`src/design/labop_pkg.sv`:
```
// Shared types, constants and datapath command codes for the buffer offset planner.
`default_nettype none

package labop_pkg;

  localparam int MAX_BUFFERS = 64;
  localparam int IDX_W = $clog2(MAX_BUFFERS);
  localparam int CNT_W = $clog2(MAX_BUFFERS + 1);

  localparam logic [3:0] ALIGN_RESET = 4'd8;
  localparam logic [3:0] ALIGN_MAX = 4'd12;

  localparam logic [1:0] FUNC_RECORD = 2'd0;
  localparam logic [1:0] FUNC_REMOVE = 2'd1;
  localparam logic [1:0] FUNC_PLAN = 2'd2;

  localparam logic [2:0] STAT_OK = 3'd0;
  localparam logic [2:0] STAT_ZERO_SIZE = 3'd1;
  localparam logic [2:0] STAT_FULL = 3'd2;
  localparam logic [2:0] STAT_NOT_FOUND = 3'd3;
  localparam logic [2:0] STAT_EMPTY = 3'd4;

  // Datapath commands
  localparam int OP_W = 4;
  localparam logic [OP_W-1:0] OP_NOP = 4'd0;
  localparam logic [OP_W-1:0] OP_LOAD = 4'd1;
  localparam logic [OP_W-1:0] OP_ENT_RD = 4'd2;
  localparam logic [OP_W-1:0] OP_SCAN_EV = 4'd3;
  localparam logic [OP_W-1:0] OP_COMMIT = 4'd4;
  localparam logic [OP_W-1:0] OP_PLAN_INIT = 4'd5;
  localparam logic [OP_W-1:0] OP_SEL_EV = 4'd6;
  localparam logic [OP_W-1:0] OP_SEL_DONE = 4'd7;
  localparam logic [OP_W-1:0] OP_FIT_RD = 4'd8;
  localparam logic [OP_W-1:0] OP_FIT_EV = 4'd9;
  localparam logic [OP_W-1:0] OP_INS_START = 4'd10;
  localparam logic [OP_W-1:0] OP_INS_RD = 4'd11;
  localparam logic [OP_W-1:0] OP_INS_EV = 4'd12;
  localparam logic [OP_W-1:0] OP_INS_PUT = 4'd13;
  localparam logic [OP_W-1:0] OP_EMIT = 4'd14;
  localparam logic [OP_W-1:0] OP_NEXT = 4'd15;

  typedef struct packed {
    logic [1:0]  func;
    logic [15:0] buffer_id;
    logic [15:0] use_index;
    logic [31:0] byte_size;
  } in_item_t;

  typedef struct packed {
    logic [2:0]  status;
    logic [15:0] placed_id;
    logic [39:0] placed_offset;
    logic [39:0] pool_size;
    logic        final_result;
  } out_item_t;

  typedef struct packed {
    logic [OP_W-1:0] op;
  } cmd_t;

  typedef struct packed {
    logic [1:0] func;
    logic       size_zero;
    logic       idx_last;
    logic       hit_now;
    logic       table_empty;
    logic       fit_done;
    logic       fit_break;
    logic       ins_head;
    logic       ins_move;
    logic       res_final;
  } dp_stat_t;

  typedef struct packed {
    logic [15:0] id;
    logic [15:0] first;
    logic [15:0] last;
    logic [31:0] size;
  } entry_t;

  typedef struct packed {
    logic [39:0] off;
    logic [39:0] pend;
    logic [15:0] first;
    logic [15:0] last;
  } placed_t;

endpackage

`default_nettype wire

```
`src/design/labop_ctrl.sv`:
```
// Controller state machine sequencing table scans, selection, fitting and result beats.
`default_nettype none

module labop_ctrl (
  input  wire                  clk,
  input  wire                  rst,
  input  wire                  in_valid,
  output logic                 in_stall,
  output logic                 out_valid,
  input  wire                  out_stall,
  output labop_pkg::cmd_t      cmd,
  input  labop_pkg::dp_stat_t  st
);
  import labop_pkg::*;

  localparam logic [3:0] S_IDLE = 4'd0;
  localparam logic [3:0] S_DISPATCH = 4'd1;
  localparam logic [3:0] S_SCAN_RD = 4'd2;
  localparam logic [3:0] S_SCAN_EV = 4'd3;
  localparam logic [3:0] S_COMMIT = 4'd4;
  localparam logic [3:0] S_SEL_RD = 4'd5;
  localparam logic [3:0] S_SEL_EV = 4'd6;
  localparam logic [3:0] S_SEL_DONE = 4'd7;
  localparam logic [3:0] S_FIT = 4'd8;
  localparam logic [3:0] S_FIT_EV = 4'd9;
  localparam logic [3:0] S_INS = 4'd10;
  localparam logic [3:0] S_INS_EV = 4'd11;
  localparam logic [3:0] S_EMIT = 4'd12;
  localparam logic [3:0] S_OUT = 4'd13;

  logic [3:0] state;
  logic [3:0] state_next;

  // Next state and datapath command
  always_comb begin
    state_next = state;
    cmd.op = OP_NOP;
    unique case (state)
      S_IDLE: begin
        if (in_valid) begin
          cmd.op = OP_LOAD;
          state_next = S_DISPATCH;
        end
      end
      S_DISPATCH: begin
        case (st.func)
          FUNC_RECORD: state_next = st.size_zero ? S_OUT : S_SCAN_RD;
          FUNC_REMOVE: state_next = S_SCAN_RD;
          FUNC_PLAN: begin
            cmd.op = OP_PLAN_INIT;
            state_next = st.table_empty ? S_OUT : S_SEL_RD;
          end
          default: state_next = S_IDLE;
        endcase
      end
      S_SCAN_RD: begin
        cmd.op = OP_ENT_RD;
        state_next = S_SCAN_EV;
      end
      S_SCAN_EV: begin
        cmd.op = OP_SCAN_EV;
        state_next = (st.hit_now || st.idx_last) ? S_COMMIT : S_SCAN_RD;
      end
      S_COMMIT: begin
        cmd.op = OP_COMMIT;
        state_next = S_OUT;
      end
      S_SEL_RD: begin
        cmd.op = OP_ENT_RD;
        state_next = S_SEL_EV;
      end
      S_SEL_EV: begin
        cmd.op = OP_SEL_EV;
        state_next = st.idx_last ? S_SEL_DONE : S_SEL_RD;
      end
      S_SEL_DONE: begin
        cmd.op = OP_SEL_DONE;
        state_next = S_FIT;
      end
      S_FIT: begin
        if (st.fit_done) begin
          cmd.op = OP_INS_START;
          state_next = S_INS;
        end else begin
          cmd.op = OP_FIT_RD;
          state_next = S_FIT_EV;
        end
      end
      S_FIT_EV: begin
        // A gap that fits ends the scan; go straight to insertion
        if (st.fit_break) begin
          cmd.op = OP_INS_START;
          state_next = S_INS;
        end else begin
          cmd.op = OP_FIT_EV;
          state_next = S_FIT;
        end
      end
      S_INS: begin
        if (st.ins_head) begin
          cmd.op = OP_INS_PUT;
          state_next = S_EMIT;
        end else begin
          cmd.op = OP_INS_RD;
          state_next = S_INS_EV;
        end
      end
      S_INS_EV: begin
        cmd.op = OP_INS_EV;
        state_next = st.ins_move ? S_INS : S_EMIT;
      end
      S_EMIT: begin
        cmd.op = OP_EMIT;
        state_next = S_OUT;
      end
      S_OUT: begin
        if (!out_stall) begin
          cmd.op = OP_NEXT;
          state_next = st.res_final ? S_IDLE : S_SEL_RD;
        end
      end
      default: state_next = S_IDLE;
    endcase
  end

  // Hold state
  always_ff @(posedge clk) begin
    if (rst) begin
      state <= S_IDLE;
    end else begin
      state <= state_next;
    end
  end

  assign in_stall = (state != S_IDLE);
  assign out_valid = (state == S_OUT);

`ifndef SYNTH
  a_accept_dispatch: assert property (@(posedge clk) disable iff (rst)
    (in_valid && !in_stall) |=> (state == S_DISPATCH))
    else $error("accepted beat not dispatched");
  a_emit_out: assert property (@(posedge clk) disable iff (rst)
    (state == S_EMIT) |=> out_valid)
    else $error("placement result not presented");
  a_no_overlap: assert property (@(posedge clk) disable iff (rst)
    out_valid |-> in_stall)
    else $error("input taken while a result is pending");
`endif

endmodule

`default_nettype wire

```
`config.mk`:
```
export PLATFORM = sky130hd
export DESIGN_NAME = labop_ctrl
export DESIGN_NICKNAME = d
export VERILOG_FILES = /design/src/design/labop_pkg.sv /design/src/design/labop_ctrl.sv
export SDC_FILE = /design/constraint.sdc
export NUM_CORES = 1
export LEC_CHECK = 0
export ABC_AREA = 1
export BUFFER_PORTS_ARGS = -buffer_cell sky130_fd_sc_hd__buf_2
export CAP_MARGIN = 20
export CORE_AREA = 5 5 42 44
export DETAILED_ROUTE_END_ITERATION = 10
export DIE_AREA = 0 0 47 49
export HOLD_SLACK_MARGIN = 0.05
export PLACE_DENSITY = 0.75
export SLEW_MARGIN = 10
export SYNTH_ARGS = -nofsm -noshare
export SYNTH_HDL_FRONTEND = slang
export SYNTH_SLANG_ARGS = --single-unit
```
`constraint.sdc`:
```
create_clock -name clk -period 2.4 [get_ports clk]
set_input_delay 0.24 -clock clk [delete_from_list [all_inputs] [get_ports clk]]
set_output_delay 0.24 -clock clk [all_outputs]
set_load 0.1 [all_outputs]
```
# [Word-level counts from Yosys, hierarchy flattened]
# Index checks and enable logic that the tools add are counted.
[classes] n_eq_ne=17 muxes=20 n_reduce_logical=7
[op_table] operator="4-bit one-hot mux with 13 select lines" n=2
[op_table] operator="4-bit == test (second input constant)" n=6
[op_table] operator="4-bit two-way mux" n=5
[op_table] operator="3-bit two-way mux" n=6
[op_table] operator="4-bit by 3-bit == test with 1-bit output (second input constant)" n=4
[op_table] operator="4-bit one-hot mux with 3 select lines" n=1
[op_table] operator="2-bit two-way mux" n=5
[op_table] operator="4-bit by 2-bit == test with 1-bit output (second input constant)" n=2
[op_table] operator="4-bit by 1-bit == test with 1-bit output (second input constant)" n=1
[op_table] operator="4-bit zero test" n=1
[op_table] operator="2-bit != test (second input constant)" n=2
[op_table] operator="4-bit nonzero test" n=1
[op_table] operator="2-bit OR reduction" n=2
[op_table] operator="2-bit by 1-bit == test with 1-bit output (second input constant)" n=1
[op_table] operator="2-bit == test (second input constant)" n=1
[op_table] operator="2-bit zero test" n=1
[op_table] operator="2-bit AND reduction" n=1
[op_table] operator="1-bit logical OR" n=1
[op_table] operator="1-bit two-way mux" n=1
[word_totals] regBits=4 inputBits=15 output_inout_bits=6 word_cells=45

# [Logic depth before layout (Yosys ltp)]
[logic_depth] depth_word=3 mapped_depth=9 ltp_nobuf=9

# [Worst setup path after synthesis]
# OpenSTA, ideal clock, no wires.
[synth_path] path_kind="reg-to-output" from="register state[2]" to="output cmd[1] (netlist bit)" arrival_time_ns=2.133 t_required_ns=2.160 slack_ns=0.027 path_stages_with_launch=6 path_buffers=0 path_cell_list="dfxtp_1 > nand2_1 > nor2_4 > nand2_1 > o21a_1 > nand4_1"
[synth_rtl] item="from (decl)" line="labop_ctrl.sv:31" source="logic [3:0] state;"
[synth_rtl] item="from (signal assigned)" line="labop_ctrl.sv:131" source="state <= state_next;"
[synth_rtl] item="to (decl)" line="labop_ctrl.sv:11" source="output labop_pkg::cmd_t cmd,"

==> summary.json <==
{
  "hp-start": "rst",
  "setup_violations": 0,
  "drc": 0,
  "filler_cell_count": 174,
  "io-pin-count": 21,
  "synth_simple_gate_area_share_pct": 58.7,
  "max_freq_mhz": 503,
  "drive_above_1_share_pct": 25.8,
  "rrSetupSlack_ps": 1080,
  "via_count_of_the_first_global_routing_pass": 669,
  "cellLeakagePower_nw": 0.444,
  "synth.area.mux_share_pct": 0,
  "timing.final.max_slew_violations": 0,
  "timing.max_slew.rel_slack_pct": 67.8,
  "finalCritPeriodShare_pct": 82.9,
  "totalPowerFinal_uw": 978,
  "worst_ep_arrival_time_ps": 1750,
  "max_stage_delay_ps": 420,
  "regToRegEndpoint": "state[0]$_SDFFE_PP0P_",
  "wl_per_cell_um": 10.7,
  "syn_nets": 124,
  "fin_area_um2": 709,
  "crit_slowest_cell": "buf_2",
  "die_w_um": 47,
  "dr_total_vias": 744,
  "worst_clock_skew_ps": 5.85,
  "final_core_util_pct": 50.6,
  "globalplace.congestion": 0.890,
  "clk_root_buffer_cell": "clkbuf_4",
  "clock_sinks": 4,
  "clk_pin_slew_ps": 40,
  "critPathLaunchType": "flop",
  "compound_cell_area_share_of_the_yosys_netlist_pct": 13.9,
  "postCtsResizedCells": 0,
  "max_flop_register": "state",
  "drt-pass1-iter-count": 4,
  "cts_tree": "built",
  "number_of_maximum_capacitance_violations": 0,
  "antenna_found_initial": 0,
  "worst-slew-pin-transition_ps": 487,
  "pwrdens_nw_per_um2": 1380,
  "largest_reg_flops": 4,
  "dp_cells": 145,
  "syn-cell-area_um2": 567,
  "cts_inserted_buffers": 3,
  "yosysWarnings": 0,
  "multi_input_area_um2": 412,
  "finalWirelength_um": 1580,
  "dieArea_um2": 2300,
  "post_synthesis_mean_instance_area_um2": 5.20,
  "hold_end": "state[2]$_SDFFE_PP0P_",
  "finalHoldWorstSlack_ps": 216,
  "cts_hold_repair.buffers": 0,
  "preCtsSetupSlack_ps": 674,
  "rsz_0062_raised_after_global_routing": "false",
  "worst_hold_path.num_cells": 2,
  "syn2layout_area_growth_pct": 25.2,
  "chipHeight_um": 49,
  "path_class": "flop to primary output",
  "setup_tns_ps": 0,
  "worstPathMaxFanout": 7,
  "synthXorXnorAreaFrac_pct": 0,
  "final-seq-area_um2": 80.1,
  "port_buffers": 20,
  "worstPathCellList": "nor2_2 -> inv_1 -> o21a_1 -> nand4_1 -> buf_2",
  "regToRegStartpoint": "state[2]$_SDFFE_PP0P_",
  "largestRegisters": "state (4)",
  "seq_area_frac_synth_pct": 14.1,
  "clkLatencyLatePin_ps": 230,
  "setup_ws_ps": 411,
  "postSynthRegisterBits": 4,
  "std_cell_rows": 14,
  "critPathCaptureType": "primary output",
  "globalRouteOverflowTotal": 0,
  "ctsLongestPathBuffers": 2,
  "detail_route.vias_per_cell": 5.03,
  "max-vdd-ir-drop_mv": 1.14,
  "hold_viol_final": 0,
  "hold_path_class": "input pin to flop",
  "cts.htree.levels": 1,
  "timing.critical_path.required_ps": 2160,
  "post-dp-hpwl_um": 1350,
  "finalNetCount": 149,
  "yosys.cell_types.count": 18,
  "syn_inst": 109,
  "initial_core_utilization_pct": 40.4,
  "status": "complete, no violations",
  "first_pass_grt_wire_length_um": 2610,
  "pin_count_of_the_biggest_net_entering_global_routing": 8,
  "num_antenna_cells": 0,
  "number_of_drc_violations_after_detailed_routing_iteration_0": 24,
  "post_cts_setup_inserts": 0,
  "design.core.area_um2": 1400,
  "synth_top_family_by_area": "simple AND/OR/NAND/NOR gates",
  "layout.cells.non_filler": 148,
  "fin_crit_period_ps": 1990,
  "detailed_place.area_um2": 687,
  "route.antenna.remaining_nets": 0,
  "grt_use_total_pct": 14.7,
  "r2r.worst_path.cells": 9,
  "yosys.area_share.adder_pct": 0
}
power breakdown:
part	switching [mW]	internal, mW	total, mW
sequential	0.0404	0.0893	0.130
clock	0.0259	0.0558	0.0817
combinational	0.609	0.157	0.766
total	0.675	0.302	0.978
how the worst max path moves through the flow:
stage / endpoint / from / cells past startpoint / slack [ps]
global route: cmd[1] / state[2]$_SDFFE_PP0P_ / 7 / 310
CTS: cmd[1] / state[2]$_SDFFE_PP0P_ / 6 / 420
global placement: cmd[1] / state[1]$_SDFFE_PP0P_ / 5 / 670
detailed placement: cmd[1] / state[2]$_SDFFE_PP0P_ / 6 / 670
floorplan: cmd[1] / state[2]$_SDFFE_PP0P_ / 5 / 30
finish: cmd[1] / state[1]$_SDFFE_PP0P_ / 5 / 410
synth_stat cells (all sizes together):
| cell | instances | area, µm² |
|---|---|---|
| inv | 20 | 75.1 |
| a21oi | 6 | 30.0 |
| o21a | 1 | 7.51 |
| o21bai | 1 | 7.51 |
| a22o | 1 | 8.76 |
| o21ai | 2 | 10.0 |
| nand2 | 35 | 151 |
| nand4 | 2 | 12.5 |
| nor2 | 21 | 98.8 |
| nand3 | 9 | 45.0 |
| nor3 | 5 | 25.0 |
| o31ai | 2 | 15.0 |
| dfxtp | 4 | 80.1 |
logic make-up after synthesis:
group | after synthesis
AO/OA/AOI/OAI | 13
buffers and inverters | 20
flip-flops | 4
AND/OR/NAND/NOR | 72
metal layers:
| layer | global-route usage, % | wire, µm | vias to the layer above |
|---|---|---|---|
| li1 | - | - | 389 |
| met1 | 19.3 | 691 | 340 |
| met2 | 24.0 | 827 | 15 |
| met3 | 1.11 | 58 | 0 |
| met4 | 5.53 | 0 | 0 |
| met5 | 0 | 0 | - |
final cells by class:
class / count / share of cell area (%)
Clock buffer: 3 / 3.17
Inverter: 20 / 10.6
Multi-Input combinational cell: 85 / 58.0
Sequential cell: 4 / 11.3
Tap cell: 16 / 2.82
Timing Repair Buffer: 20 / 14.1
critical path, delay by kind of cell, from the launching register on:
family	cells	cell delay, ps
flip-flops	1	370
AND/OR/NAND/NOR	2	370
buffers and inverters	2	530
AO/OA/AOI/OAI	1	240
cells in the final DEF (no fill, tap or decap):
cell type,synthesis,layout
nor2_4,2,2
inv_1,17,17
inv_2,3,3
a21oi_1,6,6
o21bai_1,1,1
a22o_1,1,1
nand3_1,9,9
o21ai_0,2,2
o21a_1,1,1
nor2_1,17,17
dfxtp_1,4,4
nor3_1,5,5
clkbuf_4,0,3
o31ai_1,2,2
nor2_2,2,2
nand2_4,2,2
nand2_2,2,2
buf_2,0,20
nand4_1,2,2
nand2_1,31,31
(Power assumes the default switching activity.)
